$ cat config.mk
export PLATFORM = sky130hd
export DESIGN_NAME = tkf_cell
export DESIGN_NICKNAME = d
export VERILOG_FILES = /design/src/rtl/core/tkf_pkg.sv /design/src/rtl/core/tkf_cell.sv
export SDC_FILE = /design/constraint.sdc
export NUM_CORES = 1
export LEC_CHECK = 0
export BUFFER_PORTS_ARGS = -buffer_cell sky130_fd_sc_hd__buf_2
export CAP_MARGIN = 0
export CORE_AREA = 5 5 104 106
export CTS_BUF_LIST = sky130_fd_sc_hd__clkbuf_8
export CTS_CLUSTER_SIZE = 10
export DETAILED_ROUTE_END_ITERATION = 7
export DIE_AREA = 0 0 109 111
export PLACE_DENSITY = 0.91
export SETUP_SLACK_MARGIN = 0.02
export SLEW_MARGIN = 20
export SYNTH_ARGS = -nofsm -noshare
export SYNTH_HDL_FRONTEND = slang
export SYNTH_SLANG_ARGS = --single-unit
$ cat constraint.sdc
create_clock -name clk -period 6.2 [get_ports clk]
set_clock_uncertainty 0.2 [all_clocks]
set_input_delay 0 -clock clk [delete_from_list [all_inputs] [get_ports clk]]
set_output_delay 0 -clock clk [all_outputs]
set_load 0.02 [all_outputs]
$ cat src/rtl/core/tkf_pkg.sv
// Shared constants, types and state codes of the top-k frequent values block.
package tkf_pkg;

	// Table geometry and field widths
	localparam int TABLE_ENTRIES = 64;
	localparam int COUNT_WIDTH   = 16;
	localparam int VALUE_W       = 32;
	localparam int K_W           = 7;
	localparam int IDX_W         = (TABLE_ENTRIES > 1) ? $clog2(TABLE_ENTRIES) : 1;
	localparam int USED_W        = $clog2(TABLE_ENTRIES + 1);
	localparam int REM_W         = (K_W > USED_W) ? K_W : USED_W;

	localparam logic [COUNT_WIDTH-1:0] CNT_MAX = {COUNT_WIDTH{1'b1}};
	localparam logic [COUNT_WIDTH-1:0] CNT_ONE = COUNT_WIDTH'(1);
	localparam logic [K_W-1:0]         K_RESET = K_W'(1);

	// One table entry: value, saturating count and first-seen order
	typedef struct packed {
		logic signed [VALUE_W-1:0] value;
		logic [COUNT_WIDTH-1:0]    count;
		logic [IDX_W-1:0]          seq;
	} entry_t;

	// Commands broadcast along the row of cells
	typedef struct packed {
		logic             upd;    // reposition / insert an entry
		logic             drain;  // shift the row towards cell 0
		logic [IDX_W-1:0] pos;    // current slot of the entry being updated
	} cell_cmd_t;

	// Registered match result of the accepted item
	typedef struct packed {
		logic hit;
		logic sat;
		logic last;
	} match_t;

	typedef enum logic [1:0] {
		ST_IDLE,
		ST_UPDATE,
		ST_EMIT
	} state_t;

endpackage

$ cat src/rtl/core/tkf_cell.sv
// One slot of the sorted frequency table: match, reposition and drain.
module tkf_cell (
	input  logic                    clk,
	input  logic [tkf_pkg::IDX_W-1:0]  cell_idx,
	input  logic [tkf_pkg::USED_W-1:0] used,
	input  logic signed [tkf_pkg::VALUE_W-1:0] probe,
	input  tkf_pkg::cell_cmd_t      cmd,
	input  tkf_pkg::entry_t         new_ent,
	input  tkf_pkg::entry_t         prev_ent,
	input  logic                    prev_below,
	input  tkf_pkg::entry_t         next_ent,
	output tkf_pkg::entry_t         ent,
	output logic                    below,
	output logic                    hit
);

	tkf_pkg::entry_t ent_q;
	logic            occupied;
	logic            active;

	assign ent = ent_q;

	// occupancy follows from the fill count; no per-slot valid flag
	assign occupied = tkf_pkg::USED_W'(cell_idx) < used;
	assign hit      = occupied && (ent_q.value == probe);

	// ranks after the updated entry: lower count, or same count and seen later
	assign below = (ent_q.count < new_ent.count) ||
		((ent_q.count == new_ent.count) && (ent_q.seq > new_ent.seq));

	assign active = cmd.upd && (cell_idx <= cmd.pos);

	// slots ranked below open a gap: each takes its upper neighbour
	always_ff @(posedge clk) begin
		if (cmd.drain) begin
			ent_q <= next_ent;
		end else if (active) begin
			if (prev_below) begin
				ent_q <= prev_ent;
			end else if (below || (cell_idx == cmd.pos)) begin
				ent_q <= new_ent;
			end
		end
	end

endmodule

==> metrics <==
status finished, final reports clean; R2R cell count 7; GRT overflow 0; min-delay worst type in2reg; Syn Nets 650; diodes inserted 0; Vias/cell 5.05; Row Count 36; Ports 273; Distinct cells, synth 33; Crit Path Max Fanout 28; Slew Limit Headroom 51.4%; achievable clock frequency 0.307 GHz; DRT Wirelength 16000 um; Core Area 9680 um^2; Initial Util 40.8%; Pwr Density 174 nW/um^2; Cell Area, Synth 3950 um^2; Area after DPL 5430 um^2; number of synthesized flops with an enable pin 54; WL per Instance 17.7 um; unrepaired setup endpoints after global routing no; maximum vdd drop 0.108 mV; first-pass GRT wire length 24300 um; largest net degree at the start of global routing 66; TritonCTS Buffers 5; die height 111 um; CTS tree yes; Cells after Synth 400; Via Count 4573; maximum clock path buffer count 2; Final period util 52.5%; origin of the critical flop-to-flop path ent[13]$_DFFE_PP_; hold path endpoint ent[28]$_DFFE_PP_; DRT Pass-1 Iters 4; Synth warnings 0; largest area contributor in the netlist edfxtp_1; CP Data Required Time 5.98 ns; final layout net count 1021; crit path DAT 3.03 ns; Fin. Hold Viols 0; top-count cell post-synth nand2_1; die area 12100 um^2; sum of negative setup slack 0 ns; Hold Crit Depth 3; CP Launch Type register; pre-CTS setup slack 2.96 ns; Leak 3.37 nW; Final HPWL DP 11100 um; reg2reg setup slack 2.95 ns; placed insts 790; final setup violation count 0; Setup CP Type reg2reg; post-route cell area 6590 um^2; Placer Congestion 0.914; vias in the first global route 4986; top post-synthesis cells by area edfxtp_1 (41%), mux2i_1 (14%), ha_1 (10%), o21ai_0 (7.2%), xor2_1 (7.1%); layout cells sized above 1 37.4%; Largest register FFs 54; fraction of registers with async set/reset 0%; Yosys top cell area share 41.1%; Layout Area Growth over Synthesis 66.8%; Slew Viols, Final 0; Reg clk slew, reported paths 0.11 ns; CTS H-Tree Depth 2; post-cts gate resize count 0; Worst Tran Pin Value 0.729 ns; DRC Markers 0; Yosys reg bits 54; max-cap violations 0; Total GRT Usage 25.7%; die width 109 um; ANT nets after route 0; Final WS setup 2.95 ns; part of the Yosys area used for sequential elements 41.1%; drt initial violations 221; non-filler cells in the finished layout 905; min-delay src prev_ent[28]; ys flop type edfxtp_1; Tmin final 3.25 ns; worst-skew pair later-pin latency 0.31 ns; reg2reg end ent[50]$_DFFE_PP_; port bufs 272; top cells by count, synth nand2_1 (61), o21ai_0 (57), edfxtp_1 (54), mux2i_1 (54), inv_1 (37); Avg Inst Size Synth 9.87 um^2; CP endpoint kind register; initial antenna violation count 0; FILL cells 706; Root Buffer clkbuf_8; TritonCTS Sinks 54
-- how the worst max path moves through the flow --
stage / slack, ns / cells past startpoint / end / startpoint
4_1_cts: 2.93 / 7 / ent[50]$_DFFE_PP_ / ent[13]$_DFFE_PP_
3_5_place_dp: 2.96 / 7 / ent[19]$_DFFE_PP_ / ent[13]$_DFFE_PP_
2_1_floorplan: 2.67 / 6 / ent[0]$_DFFE_PP_ / ent[13]$_DFFE_PP_
6_report: 2.95 / 7 / ent[50]$_DFFE_PP_ / ent[13]$_DFFE_PP_
3_3_place_gp: 3.04 / 7 / ent[24]$_DFFE_PP_ / ent[13]$_DFFE_PP_
5_1_grt: 2.72 / 7 / ent[14]$_DFFE_PP_ / ent[13]$_DFFE_PP_
-- cell usage in the layout (no fill, tap or decap), types with 2 or more instances in the layout --
master / netlist / routed
ha_1: 33 / 33
inv_1: 37 / 37
a21o_1: 4 / 4
nor2_1: 2 / 2
nand4_1: 6 / 6
mux2i_1: 54 / 54
nor3_1: 4 / 4
xor2_1: 32 / 32
buf_2: 8 / 271
nand2b_1: 2 / 2
dlygate4sd3_1: 0 / 107
edfxtp_1: 54 / 54
o21ai_0: 57 / 57
nand2_1: 61 / 61
buf_4: 0 / 4
a21oi_1: 10 / 10
clkbuf_8: 0 / 5
nor4_1: 8 / 8
-- per-layer routing --
metal | part of all wire (%) | GRT usage, %
met4 | 4.2 | 10.9
met3 | 8.6 | 5.47
met1 | 34 | 26.5
met2 | 53 | 48.6
met5 | 0 | 0
-- cell families after synthesis --
group	count (synthesis)	synth area share [%]
AO/OA/AOI/OAI	84	12.2
flip-flops	54	41.1
XOR/XNOR	32	7.10
adder cells (fa/ha/maj)	33	10.5
AND/OR/NAND/NOR	88	10.0
multiplexers	54	13.7
buffers and inverters	55	5.48
-- metrics by stage --
| step | hold WS (ns) | total power, mW | util [%] |
|---|---|---|---|
| final | 0.0300 | 1.15 | 68.0 |
| after CTS | 0.0260 | 1.14 | 68.0 |
| after detailed placement | 0.0825 | 0.875 | 56.0 |
| after global placement | 0.0772 | 0.861 | 56.0 |
| after floorplan | -0.0129 | 0.704 | - |
| after global routing | 0.0684 | 1.20 | 68.0 |
-- where the power goes --
part	switching (mW)	leakage (nW)	internal, mW	total (mW)
clock network	0.121	0.0441	0.0798	0.201
logic	0.237	2.78	0.214	0.451
registers	0.0314	0.546	0.463	0.494
-- layout make-up --
cell class / count / area, um^2 / area share (%)
Timing Repair Buffer: 382 / 2460 / 37.3
Multi-Input combinational cell: 291 / 2110 / 32.1
Sequential cell: 54 / 1620 / 24.6
Tap cell: 133 / 166 / 2.53
Inverter: 37 / 139 / 2.11
Clock buffer: 5 / 68.8 / 1.04
Clock inverter: 3 / 21.3 / 0.323
-- repair_timing --
action	4_1_cts	5_1_grt
hold buffers	107	0
setup buffers	0	0
hold endpoints to repair	54	0
-- worst max-delay path: stages, from the launching register on --
cell       delay, ns
edfxtp_1        0.41
ha_1            0.34
a41o_1          0.25
a21oi_2         0.10
nor3_1          0.07
a2111oi_2       0.41
o22a_2          0.66
buf_4           0.48
Power figures use the tool's default switching activity.
