### src/rtl/core/tkf_pkg.sv
// Shared constants, types and state codes of the top-k frequent values block.
package tkf_pkg;

	// Table geometry and field widths
	localparam int TABLE_ENTRIES = 64;
	localparam int COUNT_WIDTH   = 16;
	localparam int VALUE_W       = 32;
	localparam int K_W           = 7;
	localparam int IDX_W         = (TABLE_ENTRIES > 1) ? $clog2(TABLE_ENTRIES) : 1;
	localparam int USED_W        = $clog2(TABLE_ENTRIES + 1);
	localparam int REM_W         = (K_W > USED_W) ? K_W : USED_W;

	localparam logic [COUNT_WIDTH-1:0] CNT_MAX = {COUNT_WIDTH{1'b1}};
	localparam logic [COUNT_WIDTH-1:0] CNT_ONE = COUNT_WIDTH'(1);
	localparam logic [K_W-1:0]         K_RESET = K_W'(1);

	// One table entry: value, saturating count and first-seen order
	typedef struct packed {
		logic signed [VALUE_W-1:0] value;
		logic [COUNT_WIDTH-1:0]    count;
		logic [IDX_W-1:0]          seq;
	} entry_t;

	// Commands broadcast along the row of cells
	typedef struct packed {
		logic             upd;    // reposition / insert an entry
		logic             drain;  // shift the row towards cell 0
		logic [IDX_W-1:0] pos;    // current slot of the entry being updated
	} cell_cmd_t;

	// Registered match result of the accepted item
	typedef struct packed {
		logic hit;
		logic sat;
		logic last;
	} match_t;

	typedef enum logic [1:0] {
		ST_IDLE,
		ST_UPDATE,
		ST_EMIT
	} state_t;

endpackage

### src/rtl/core/tkf_ctrl.sv
// Sequencer: handshakes, fill count, overflow flag, k register and result run.
module tkf_ctrl (
	input  logic                          clk,
	input  logic                          arst_n,
	input  logic                          in_valid,
	output logic                          in_stall,
	output logic                          out_valid,
	input  logic                          out_stall,
	input  logic                          cfg_we,
	input  logic [tkf_pkg::K_W-1:0]       cfg_wdata,
	input  tkf_pkg::match_t               match_s1,
	input  logic [tkf_pkg::IDX_W-1:0]     pos_s1,
	output tkf_pkg::cell_cmd_t            cmd,
	output logic [tkf_pkg::USED_W-1:0]    used,
	output logic                          overflowed,
	output logic                          run_last
);

	tkf_pkg::state_t state_q, state_nxt;

	logic [tkf_pkg::USED_W-1:0] used_q;
	logic                       overflow_q;
	logic [tkf_pkg::K_W-1:0]    k_q;
	logic [tkf_pkg::REM_W-1:0]  remaining_q;

	logic                       full;
	logic                       miss_ins;
	logic [tkf_pkg::USED_W-1:0] used_nxt;
	logic [tkf_pkg::REM_W-1:0]  want;
	logic                       out_take;
	logic                       clear_upd;
	logic                       clear_emit;

	assign full     = used_q == tkf_pkg::USED_W'(tkf_pkg::TABLE_ENTRIES);
	assign miss_ins = !match_s1.hit && !full;
	assign used_nxt = used_q + tkf_pkg::USED_W'(miss_ins);

	// number of results for this set
	always_comb begin
		if (tkf_pkg::REM_W'(k_q) < tkf_pkg::REM_W'(used_nxt)) begin
			want = tkf_pkg::REM_W'(k_q);
		end else begin
			want = tkf_pkg::REM_W'(used_nxt);
		end
	end

	assign out_take   = (state_q == tkf_pkg::ST_EMIT) && !out_stall;
	assign clear_upd  = (state_q == tkf_pkg::ST_UPDATE) && match_s1.last &&
		(want == '0);
	assign clear_emit = out_take && (remaining_q == tkf_pkg::REM_W'(1));

	// next state
	always_comb begin
		state_nxt = state_q;
		case (state_q)
			tkf_pkg::ST_IDLE: begin
				if (in_valid) begin
					state_nxt = tkf_pkg::ST_UPDATE;
				end
			end
			tkf_pkg::ST_UPDATE: begin
				if (match_s1.last && (want != '0)) begin
					state_nxt = tkf_pkg::ST_EMIT;
				end else begin
					state_nxt = tkf_pkg::ST_IDLE;
				end
			end
			tkf_pkg::ST_EMIT: begin
				if (clear_emit) begin
					state_nxt = tkf_pkg::ST_IDLE;
				end
			end
			default: state_nxt = tkf_pkg::ST_IDLE;
		endcase
	end

	// outputs
	always_comb begin
		in_stall  = 1'b1;
		out_valid = 1'b0;
		cmd.upd   = 1'b0;
		cmd.drain = 1'b0;
		cmd.pos   = match_s1.hit ? pos_s1 : used_q[tkf_pkg::IDX_W-1:0];
		case (state_q)
			tkf_pkg::ST_IDLE: begin
				in_stall = 1'b0;
			end
			tkf_pkg::ST_UPDATE: begin
				cmd.upd = match_s1.hit ? !match_s1.sat : !full;
			end
			tkf_pkg::ST_EMIT: begin
				out_valid = 1'b1;
				cmd.drain = !out_stall;
			end
			default: in_stall = 1'b1;
		endcase
	end

	assign used       = used_q;
	assign overflowed = overflow_q;
	assign run_last   = remaining_q == tkf_pkg::REM_W'(1);

	always_ff @(posedge clk or negedge arst_n) begin
		if (!arst_n) begin
			state_q     <= tkf_pkg::ST_IDLE;
			used_q      <= '0;
			overflow_q  <= 1'b0;
			k_q         <= tkf_pkg::K_RESET;
			remaining_q <= '0;
		end else begin
			state_q <= state_nxt;
			if (cfg_we) begin
				k_q <= cfg_wdata;
			end
			// fill count and overflow; emptied after each set
			if (clear_upd || clear_emit) begin
				used_q     <= '0;
				overflow_q <= 1'b0;
			end else if (state_q == tkf_pkg::ST_UPDATE) begin
				used_q <= used_nxt;
				if (!match_s1.hit && full) begin
					overflow_q <= 1'b1;
				end
			end
			// result countdown
			if ((state_q == tkf_pkg::ST_UPDATE) && match_s1.last) begin
				remaining_q <= want;
			end else if (out_take) begin
				remaining_q <= remaining_q - tkf_pkg::REM_W'(1);
			end
		end
	end

`ifndef SYNTH
	// a run never outlasts the table it drains
	a_run_within_table: assert property (@(posedge clk) disable iff (!arst_n)
		out_valid |-> (remaining_q != '0) &&
		(remaining_q <= tkf_pkg::REM_W'(used_q)))
		else $error("result run longer than table");

	a_used_bound: assert property (@(posedge clk) disable iff (!arst_n)
		used_q <= tkf_pkg::USED_W'(tkf_pkg::TABLE_ENTRIES))
		else $error("fill count beyond table size");

	// the table is empty once a run has been delivered
	a_clear_after_run: assert property (@(posedge clk) disable iff (!arst_n)
		clear_emit |=> (used_q == '0) && !overflow_q)
		else $error("table not cleared after run");

	// an update always follows an accepted transaction
	a_update_after_accept: assert property (@(posedge clk) disable iff (!arst_n)
		(in_valid && !in_stall) |=> (state_q == tkf_pkg::ST_UPDATE))
		else $error("accepted transaction not processed");
`endif

endmodule

### config.mk
export PLATFORM = sky130hd
export DESIGN_NAME = tkf_ctrl
export DESIGN_NICKNAME = d
export VERILOG_FILES = /design/src/rtl/core/tkf_pkg.sv /design/src/rtl/core/tkf_ctrl.sv
export SDC_FILE = /design/constraint.sdc
export NUM_CORES = 1
export LEC_CHECK = 0
export BUFFER_PORTS_ARGS = -buffer_cell sky130_fd_sc_hd__buf_4
export CAP_MARGIN = 20
export CORE_MARGIN = 4
export CORE_UTILIZATION = 30
export DETAILED_ROUTE_END_ITERATION = 10
export PLACE_DENSITY = 0.47
export RECOVER_POWER = 25
export SETUP_SLACK_MARGIN = 0.5
export SLEW_MARGIN = 20
export SYNTH_ARGS = -nofsm -noshare
export SYNTH_HDL_FRONTEND = slang
export SYNTH_SLANG_ARGS = --single-unit
### constraint.sdc
create_clock -name clk -period 3.7 [get_ports clk]
set_clock_uncertainty 0.15 [all_clocks]
set_input_delay 0.185 -clock clk [delete_from_list [all_inputs] [get_ports clk]]
set_output_delay 0.185 -clock clk [all_outputs]
set_load 0.05 [all_outputs]
==> impl_results.html, run 1 <==
<table>
<tr><th>Metric</th><th>Value</th></tr>
<tr><th colspan="2">Hold path</th></tr>
<tr><td>Worst min-delay path class</td><td>input pin to flip-flop</td></tr>
<tr><th colspan="2">Yosys</th></tr>
<tr><td>Number of distinct library cells after synthesis</td><td>between 40 and 50</td></tr>
<tr><td>Ys flop type</td><td>sky130_fd_sc_hd__dfrtp_1</td></tr>
<tr><td>Library cell occupying the most area in the post-synthesis netlist</td><td>sky130_fd_sc_hd__dfrtp_1</td></tr>
<tr><td>Number of nets in the synthesized netlist</td><td>between 200 and 250</td></tr>
<tr><td>Count of flip-flops with a built-in enable after synthesis</td><td>0</td></tr>
<tr><td>Fraction of registers with async set or reset after synthesis</td><td>100%</td></tr>
<tr><td>Register bit count reported by yosys</td><td>24</td></tr>
<tr><td>Commonest cells in the netlist</td><td>23 x sky130_fd_sc_hd__dfrtp_1, 20 x sky130_fd_sc_hd__nand2_1, 17 x sky130_fd_sc_hd__nor2_1</td></tr>
<tr><td>Sequential share of the synthesized area</td><td>between 30% and 40%</td></tr>
<tr><td>Share of the synthesized area in the top cell type</td><td>between 30% and 40%</td></tr>
<tr><td>Syn Inst Count</td><td>between 150 and 200</td></tr>
<tr><td>Most instantiated library cell after synthesis</td><td>sky130_fd_sc_hd__dfrtp_1</td></tr>
<tr><td>YS warnings</td><td>0</td></tr>
<tr><td>Ranking of synthesized cells by area</td><td>sky130_fd_sc_hd__dfrtp_1 33%, sky130_fd_sc_hd__ha_1 7.1%, sky130_fd_sc_hd__mux2_2 7.1%</td></tr>
<tr><td>Netlist Area Pre-Place</td><td>~1800 um2</td></tr>
<tr><td>Mean Syn Cell Area</td><td>approximately 9.3 um2</td></tr>
<tr><th colspan="2">Clock tree</th></tr>
<tr><td>Number of buffers on the longest clock path</td><td>2</td></tr>
<tr><td>Later-pin clock latency in the skew report</td><td>approximately 270 ps</td></tr>
<tr><td>Clock sink total</td><td>24</td></tr>
<tr><td>Root buffer cell</td><td>sky130_fd_sc_hd__clkbuf_8</td></tr>
<tr><td>Inserted Clock Buffers</td><td>3</td></tr>
<tr><td>TritonCTS clock tree</td><td>built</td></tr>
<tr><td>H-tree level count</td><td>1</td></tr>
<tr><td>CTS clk-pin slew, worst paths</td><td>~100 ps</td></tr>
<tr><th colspan="2">Die</th></tr>
<tr><td>Number of placed I/O pins</td><td>40</td></tr>
<tr><td>Core footprint</td><td>roughly 5600 um2</td></tr>
<tr><td>Starting Density</td><td>31.5%</td></tr>
<tr><td>Rows</td><td>27</td></tr>
<tr><td>X dimension of the die</td><td>84.5 um</td></tr>
<tr><td>Vert. Die Dim</td><td>about 84 um</td></tr>
<tr><td>Die Outline Area</td><td>a little over 7000 um2</td></tr>
<tr><th colspan="2">STA</th></tr>
<tr><td>Worst Tran Pin Value</td><td>1360 ps</td></tr>
<tr><td>Worst slew margin relative to its limit</td><td>under 10%</td></tr>
<tr><td>Setup repair after global routing missed its margin</td><td>yes</td></tr>
<tr><td>Post-layout min period</td><td>~3200 ps</td></tr>
<tr><td>Setup TNS Final</td><td>0 ps</td></tr>
<tr><td>Part of the cycle the worst path needs</td><td>around 86%</td></tr>
<tr><td>Final slew viol count</td><td>0</td></tr>
<tr><td>Final setup fails</td><td>0</td></tr>
<tr><td>Final number of hold-violating endpoints</td><td>0</td></tr>
<tr><td>Maximum clock frequency</td><td>315 MHz</td></tr>
<tr><td>Hold Slack</td><td>~13 ps</td></tr>
<tr><th colspan="2">Routing</th></tr>
<tr><td>Average vias per placed instance</td><td>4.93</td></tr>
<tr><td>Drt first pass iters</td><td>4</td></tr>
<tr><td>Post-detailed-route DRC marker count</td><td>0</td></tr>
<tr><td>Routed wire length per instance</td><td>around 15 um</td></tr>
<tr><td>ANT nets after route</td><td>0</td></tr>
<tr><td>Total number of vias</td><td>~1500</td></tr>
<tr><td>Total detailed-routing wirelength</td><td>about 4800 um</td></tr>
<tr><td>DRC marker count from the first detailed-route iteration</td><td>74</td></tr>
<tr><th colspan="2">Power</th></tr>
<tr><td>Total power after layout</td><td>~1.9 mW</td></tr>
<tr><td>Largest voltage drop on the vdd net</td><td>approximately 0.3 mV</td></tr>
<tr><td>Pleak</td><td>approximately 1.1 nW</td></tr>
<tr><td>P per Cell Area</td><td>742 nW/um2</td></tr>
<tr><th colspan="2">Global route</th></tr>
<tr><td>Number of antenna violations at the first check in global routing</td><td>0</td></tr>
<tr><td>Maximum number of pins on one net before global-route repair</td><td>25</td></tr>
<tr><td>Vias in the first global route</td><td>1625</td></tr>
<tr><td>Congestion Overflow GR</td><td>0</td></tr>
<tr><td>Total GRT Usage</td><td>about 14%</td></tr>
<tr><td>First-pass GRT wire length</td><td>between 8000 and 9000 um</td></tr>
<tr><th colspan="2">Status</th></tr>
<tr><td>Run status</td><td>complete, no violations</td></tr>
<tr><th colspan="2">Placement</th></tr>
<tr><td>GP Congestion</td><td>about 0.78</td></tr>
<tr><td>Total of buffers placed on input and output ports</td><td>39</td></tr>
<tr><td>HPWL reported at the end of detailed placement</td><td>approximately 3500 um</td></tr>
<tr><th colspan="2">Worst setup path</th></tr>
<tr><td>Cell type group with the largest total delay on the critical path</td><td>compound AO/OA/AOI/OAI gates</td></tr>
<tr><td>Maximum fanout count along the critical path</td><td>7</td></tr>
<tr><td>Type of origin of the critical path</td><td>flip-flop</td></tr>
<tr><td>Critical path cell sequence</td><td>nor4b_4, a21oi_2, ha_4, ha_4, nand3_4, xor2_4, ha_4, a21o_1, a211o_1, a21o_4, nand4_4, a21oi_4, buf_12, a211oi_2</td></tr>
<tr><td>Crit-path slowest cell</td><td>sky130_fd_sc_hd__dfrtp_2</td></tr>
<tr><td>Crit. End Element</td><td>flip-flop</td></tr>
<tr><td>Worst Setup Path Type</td><td>flip-flop to flip-flop</td></tr>
<tr><td>Highest cell delay on the worst timing path</td><td>roughly 430 ps</td></tr>
<tr><td>Worst reg2reg setup slack</td><td>520 ps</td></tr>
<tr><td>CP dominant cell by count</td><td>sky130_fd_sc_hd__ha_4</td></tr>
<tr><td>Sum of buffers and inverters on the critical path</td><td>1</td></tr>
<tr><td>Crit path DAT</td><td>between 3000 and 4000 ps</td></tr>
<tr><td>Data required time at the worst endpoint</td><td>between 3000 and 4000 ps</td></tr>
<tr><th colspan="2">Cells and area</th></tr>
<tr><td>Total Nets Final</td><td>~270</td></tr>
<tr><td>Seq. cell area</td><td>approximately 610 um2</td></tr>
<tr><td>Count of fill cells added during filler insertion</td><td>about 570</td></tr>
<tr><td>Area of the multi-input gates</td><td>around 1200 um2</td></tr>
<tr><td>Area added between synthesis and finish</td><td>42.7%</td></tr>
<tr><td>Fraction of final layout cells with drive strength greater than 1</td><td>between 40% and 50%</td></tr>
<tr><td>Diodes inserted</td><td>0</td></tr>
<tr><th colspan="2">Flow run</th></tr>
<tr><td>Max-cap violations</td><td>0</td></tr>
</table>
registers in the layout (all words and copies together) (netlist names):
signal / cells
k_q: 7
remaining_q: 7
used: 7
state_q: 2
overflowed: 1
logic make-up after synthesis:
logic type      share of synthesized area [%]
buf+inv                                  5.77
mux                                      8.77
xor+xnor                                 8.48
compound gates                           13.0
flops                                    34.3
simple gates                             22.6
fa+ha+maj                                7.13
repair_timing:
action / CTS / global route
setup buffers: 6 / 2
endpoints found under the hold margin: 32 / 0
hold buffers: 9 / 0
resized for setup: 10 / 13
pin swaps: 8 / 9
endpoints found under the setup margin: 16 / 12
routing by layer:
metal | global-route usage, % | part of all wire (%)
met4 | 1.73 | 0.61
met3 | 2.16 | 4.3
met2 | 22.8 | 49
met5 | 0 | 0
met1 | 19.5 | 46
cell usage in the layout, fill, tap and decap left out, drive strengths merged, types with 2 or more instances in the layout:
| cell | netlist | routed |
|---|---|---|
| dlygate4sd3 | 0 | 9 |
| xor2 | 6 | 6 |
| a21o | 2 | 2 |
| a211oi | 3 | 3 |
| nor2 | 17 | 17 |
| inv | 10 | 10 |
| nand2b | 2 | 2 |
| or2 | 2 | 2 |
| a31oi | 3 | 3 |
| o22ai | 2 | 2 |
| ha | 10 | 10 |
| nand3 | 7 | 7 |
| nand4 | 2 | 2 |
| o21ai | 8 | 8 |
| mux2 | 11 | 11 |
| dfrtp | 23 | 23 |
| nand2 | 22 | 22 |
| clkbuf | 2 | 4 |
| nor3 | 7 | 7 |
| nor2b | 3 | 3 |
| a221oi | 2 | 2 |
| buf | 7 | 49 |
| nor4 | 3 | 3 |
| mux2i | 3 | 3 |
| xnor2 | 11 | 11 |
| or4 | 2 | 2 |
| a21oi | 6 | 6 |
power by group:
| group | switching, mW | total, mW | leakage, nW | internal (mW) |
|---|---|---|---|---|
| logic | 0.696 | 1.17 | 0.757 | 0.475 |
| clock network | 0.0960 | 0.241 | 0.0357 | 0.145 |
| registers | 0.0914 | 0.446 | 0.275 | 0.355 |
stage by stage:
stage                     worst slack (ps)  instance area [um2]  instances  utilization, %
after floorplan                        375                 1810        188               -
after detailed placement               228                 2150        293            38.5
after global placement                 260                 2150        293            38.5
final                                  525                 2500        314            44.9
after global routing                   397                 2500        314            44.9
after CTS                              502                 2420        312            43.4
layout make-up:
class / instances / share of cell area, %
Multi-Input combinational cell: 145 / 48.8
Sequential cell: 24 / 24.4
Timing Repair Buffer: 59 / 18.9
Tap cell: 72 / 3.60
Clock buffer: 3 / 1.65
Inverter: 10 / 1.50
Clock inverter: 1 / 1.20
final timing paths:
check | start | end | cells past startpoint
worst max-delay path | used[3] | used[0] | 14
worst min-delay path | cfg_we | k_q[4] | 2
worst max register to register | used[3] | used[0] | 14
worst min register to register | overflowed | overflowed | 2
max in group asynchronous | arst_n | used[2] | 2
min in group asynchronous | arst_n | used[3] | 2
No activity file was read; power rests on OpenSTA's default activity.
==> run 2: changes to the inputs <==
--- a/config.mk
+++ b/config.mk
@@ -7,12 +7,12 @@
 export LEC_CHECK = 0
 export BUFFER_PORTS_ARGS = -buffer_cell sky130_fd_sc_hd__buf_4
 export CAP_MARGIN = 20
-export CORE_MARGIN = 4
 export CORE_UTILIZATION = 30
 export DETAILED_ROUTE_END_ITERATION = 10
 export PLACE_DENSITY = 0.47
 export RECOVER_POWER = 25
 export SETUP_SLACK_MARGIN = 0.5
+export SKIP_CTS_REPAIR_TIMING = 1
 export SLEW_MARGIN = 20
 export SYNTH_ARGS = -nofsm -noshare
 export SYNTH_HDL_FRONTEND = slang
==> run 2 against run 1 <==
  * The run now ends with hold timing left
  * Worst setup slack worse by 12 ps
  * Combinational power is essentially flat
  * Cell area shrank 1.8%
  * Global-route usage grew 1.0 points
  * Critical path type unchanged
  * Wire length is 5.1% lower
==> impl_results.html, run 2 (synthesized netlist as in run 1, its figures left out) <==
<table>
<tr><th>Metric</th><th>Value</th></tr>
<tr><th colspan="2">Cells and area</th></tr>
<tr><td>Area of the multi-input gates</td><td>1230 um2 (+0.72%)</td></tr>
<tr><td>Area added between synthesis and finish</td><td>40.1%</td></tr>
<tr><td>Seq. cell area</td><td>609 um2 (-0.21%)</td></tr>
<tr><td>Most common cell after layout, fill and taps aside</td><td>sky130_fd_sc_hd__buf_4</td></tr>
<tr><td>Number of standard cells in the layout, taps in and fillers out</td><td>313 (-0.32%)</td></tr>
<tr><td>Fraction of final layout cells with drive strength greater than 1</td><td>43.2% (+1.4 points)</td></tr>
<tr><td>Commonest cells after routing, fill and taps aside</td><td>51 x sky130_fd_sc_hd__buf_4, 20 x sky130_fd_sc_hd__nand2_1, 17 x sky130_fd_sc_hd__dfrtp_1</td></tr>
<tr><td>Count of fill cells added during filler insertion</td><td>565 (-1.4%)</td></tr>
<tr><td>Design area</td><td>2460 um2 (-1.8%)</td></tr>
<tr><td>Total Nets Final</td><td>273 (-0.36%)</td></tr>
<tr><td>Diodes inserted</td><td>0 (unchanged)</td></tr>
<tr><td>Post-Route Utilization</td><td>44.1% (-0.81 points)</td></tr>
<tr><th colspan="2">Placement</th></tr>
<tr><td>HPWL reported at the end of detailed placement</td><td>3310 um (-4.3%)</td></tr>
<tr><td>GP Congestion</td><td>0.850 (+9.4%)</td></tr>
<tr><td>Post-DP Area</td><td>2150 um2 (unchanged)</td></tr>
<tr><td>Cell count after placement</td><td>293 (unchanged)</td></tr>
<tr><td>Total of buffers placed on input and output ports</td><td>39 (unchanged)</td></tr>
<tr><th colspan="2">STA</th></tr>
<tr><td>Hold Slack</td><td>-2.58 ps (-15.1 ps)</td></tr>
<tr><td>Maximum clock frequency</td><td>314 MHz (-0.38%)</td></tr>
<tr><td>Final number of hold-violating endpoints</td><td>3 (+3)</td></tr>
<tr><td>Post-layout min period</td><td>3190 ps (+12.0 ps)</td></tr>
<tr><td>Worst slew margin relative to its limit</td><td>12.1% (+2.5 points)</td></tr>
<tr><td>Worst Tran Pin Value</td><td>1320 ps (-37.2 ps)</td></tr>
<tr><td>Final slew viol count</td><td>0 (unchanged)</td></tr>
<tr><td>Setup TNS Final</td><td>0 ps (unchanged)</td></tr>
<tr><td>Final setup fails</td><td>0 (unchanged)</td></tr>
<tr><td>Setup repair after global routing missed its margin</td><td>yes</td></tr>
<tr><td>Part of the cycle the worst path needs</td><td>86.1% (+0.33 points)</td></tr>
<tr><th colspan="2">Global route</th></tr>
<tr><td>Congestion Overflow GR</td><td>0 (unchanged)</td></tr>
<tr><td>M2 GR Usage</td><td>23.0% (+0.21 points)</td></tr>
<tr><td>Total GRT Usage</td><td>14.8% (+1.0 points)</td></tr>
<tr><td>Global routing's busiest layer</td><td>met2</td></tr>
<tr><td>Number of antenna violations at the first check in global routing</td><td>0 (unchanged)</td></tr>
<tr><td>First-pass GRT wire length</td><td>7150 um (-12%)</td></tr>
<tr><td>M1 GR Usage</td><td>21.5% (+2.0 points)</td></tr>
<tr><td>Fraction of met3 tracks used by global routing</td><td>1.74% (-0.41 points)</td></tr>
<tr><td>Maximum number of pins on one net before global-route repair</td><td>25 (unchanged)</td></tr>
<tr><td>Vias in the first global route</td><td>1400 (-14%)</td></tr>
<tr><th colspan="2">Worst setup path</th></tr>
<tr><td>Maximum fanout count along the critical path</td><td>6 (-1)</td></tr>
<tr><td>Crit-path slowest cell</td><td>sky130_fd_sc_hd__dfrtp_2</td></tr>
<tr><td>Cell type group with the largest total delay on the critical path</td><td>compound AO/OA/AOI/OAI gates</td></tr>
<tr><td>Critical path cell sequence</td><td>nor4b_4, a21oi_2, ha_4, ha_4, nand3_4, xor2_4, ha_4, a21o_1, a211o_1, a21o_1, nand2_4, mux2i_4, a221oi_2</td></tr>
<tr><td>Data required time at the worst endpoint</td><td>3680 ps (-60 ps)</td></tr>
<tr><td>Sum of buffers and inverters on the critical path</td><td>0 (-1)</td></tr>
<tr><td>Crit path DAT</td><td>3160 ps (-60 ps)</td></tr>
<tr><td>Worst Setup Path Type</td><td>flip-flop to flip-flop</td></tr>
<tr><td>Highest cell delay on the worst timing path</td><td>450 ps (+20 ps)</td></tr>
<tr><td>Type of origin of the critical path</td><td>flip-flop</td></tr>
<tr><td>CP dominant cell by count</td><td>sky130_fd_sc_hd__ha_4</td></tr>
<tr><td>Crit. End Element</td><td>flip-flop</td></tr>
<tr><th colspan="2">Clock tree</th></tr>
<tr><td>CTS clk-pin slew, worst paths</td><td>90 ps (about the same)</td></tr>
<tr><td>Root buffer cell</td><td>sky130_fd_sc_hd__clkbuf_8</td></tr>
<tr><td>Clock sink total</td><td>24 (unchanged)</td></tr>
<tr><td>Later-pin clock latency in the skew report</td><td>270 ps (about the same)</td></tr>
<tr><td>Inserted Clock Buffers</td><td>3 (unchanged)</td></tr>
<tr><td>TritonCTS clock tree</td><td>built</td></tr>
<tr><td>H-tree level count</td><td>1 (unchanged)</td></tr>
<tr><td>Number of buffers on the longest clock path</td><td>2 (unchanged)</td></tr>
<tr><th colspan="2">Routing</th></tr>
<tr><td>Drt first pass iters</td><td>4 (unchanged)</td></tr>
<tr><td>ANT nets after route</td><td>0 (unchanged)</td></tr>
<tr><td>Average vias per placed instance</td><td>4.91 (-0.33%)</td></tr>
<tr><td>DRC marker count from the first detailed-route iteration</td><td>73 (-1.4%)</td></tr>
<tr><td>Routed wire length per instance</td><td>14.5 um (-4.8%)</td></tr>
<tr><td>Post-detailed-route DRC marker count</td><td>0 (unchanged)</td></tr>
<tr><td>Total detailed-routing wirelength</td><td>4540 um (-5.1%)</td></tr>
<tr><td>Total number of vias</td><td>1537 (-0.65%)</td></tr>
<tr><th colspan="2">Status</th></tr>
<tr><td>Violations in the final reports</td><td>hold timing</td></tr>
<tr><td>Run status</td><td>complete, but fails checks</td></tr>
<tr><th colspan="2">Hold path</th></tr>
<tr><td>Worst min-delay path class</td><td>input pin to flip-flop</td></tr>
<tr><th colspan="2">Power</th></tr>
<tr><td>Largest voltage drop on the vdd net</td><td>0.233 mV (-21%)</td></tr>
<tr><td>Pleak</td><td>1.07 nW (+0.28%)</td></tr>
<tr><td>Total power after layout</td><td>1.78 mW (-4.2%)</td></tr>
<tr><td>P per Cell Area</td><td>724 nW/um2 (-2.4%)</td></tr>
<tr><th colspan="2">Die</th></tr>
<tr><td>Rows</td><td>27 (unchanged)</td></tr>
<tr><td>Core footprint</td><td>5570 um2 (unchanged)</td></tr>
<tr><td>Starting Density</td><td>31.5% (unchanged)</td></tr>
<tr><td>Vert. Die Dim</td><td>78.5 um (-7.1%)</td></tr>
<tr><td>Die Outline Area</td><td>6160 um2 (-14%)</td></tr>
<tr><td>X dimension of the die</td><td>78.5 um (-7.1%)</td></tr>
<tr><td>Number of placed I/O pins</td><td>40 (unchanged)</td></tr>
<tr><th colspan="2">Flow run</th></tr>
<tr><td>Max-cap violations</td><td>0 (unchanged)</td></tr>
</table>
## run 2: changes by cell type in the layout (fill, tap and decap cells not counted), sizes merged
| cell | change |
|---|---|
| bufinv | -1 |
| dlygate4sd3 | -4 |
| clkbuf | +1 |
| buf | +3 |
## run 2: worst reg2reg max path: cells and delay by family, from the launching register on
family / cells / cell delay, ps
AND/OR/NAND/NOR: 3 / 550
AO/OA/AOI/OAI: 5 / 830
adder cells (fa/ha/maj): 3 / 610
flip-flops: 1 / 450
multiplexers: 1 / 260
XOR/XNOR: 1 / 200
## run 2: final timing paths
path / start / endpoint / slack (ps) / cells after the start
max: used[5] / remaining_q[1] / 510 / 13
min: cfg_wdata[0] / k_q[0] / -3 / 2
max reg2reg: used[5] / remaining_q[1] / 510 / 13
min reg2reg: k_q[0] / remaining_q[0] / 420 / 2
max in group asynchronous: arst_n / used[2] / 1960 / 2
min in group asynchronous: arst_n / used[6] / 580 / 2
## run 2: area by class of cell
class                   instances  share of cell area [%]
inverters                      10                    1.53
clock buffers                   4                    1.83
well taps                      72                    3.66
multi-input cells             145                    50.0
repair buffers                 58                    18.2
flip-flops and latches         24                    24.8
## run 2: metal layers
metal,vias up,wire length (um)
li1,770,-
met1,742,2290
met2,21,2120
met3,4,99
met4,0,40
met5,-,0
## run 2: per-stage QoR
stage | worst slack (ps) | hold slack, ps
6_report | 513 | -2.58
5_1_grt | 365 | -6.53
4_1_cts | 230 | -341
3_5_place_dp | 252 | -36.4
3_3_place_gp | 254 | -36.5
2_1_floorplan | 375 | -261
## run 2: report_power, final
group / switching, mW / leakage [nW] / total, mW / internal, mW
clock network: 0.0880 / 0.0228 / 0.165 / 0.0771
logic: 0.685 / 0.772 / 1.17 / 0.482
registers: 0.0951 / 0.276 / 0.449 / 0.354
total: 0.868 / 1.07 / 1.78 / 0.913
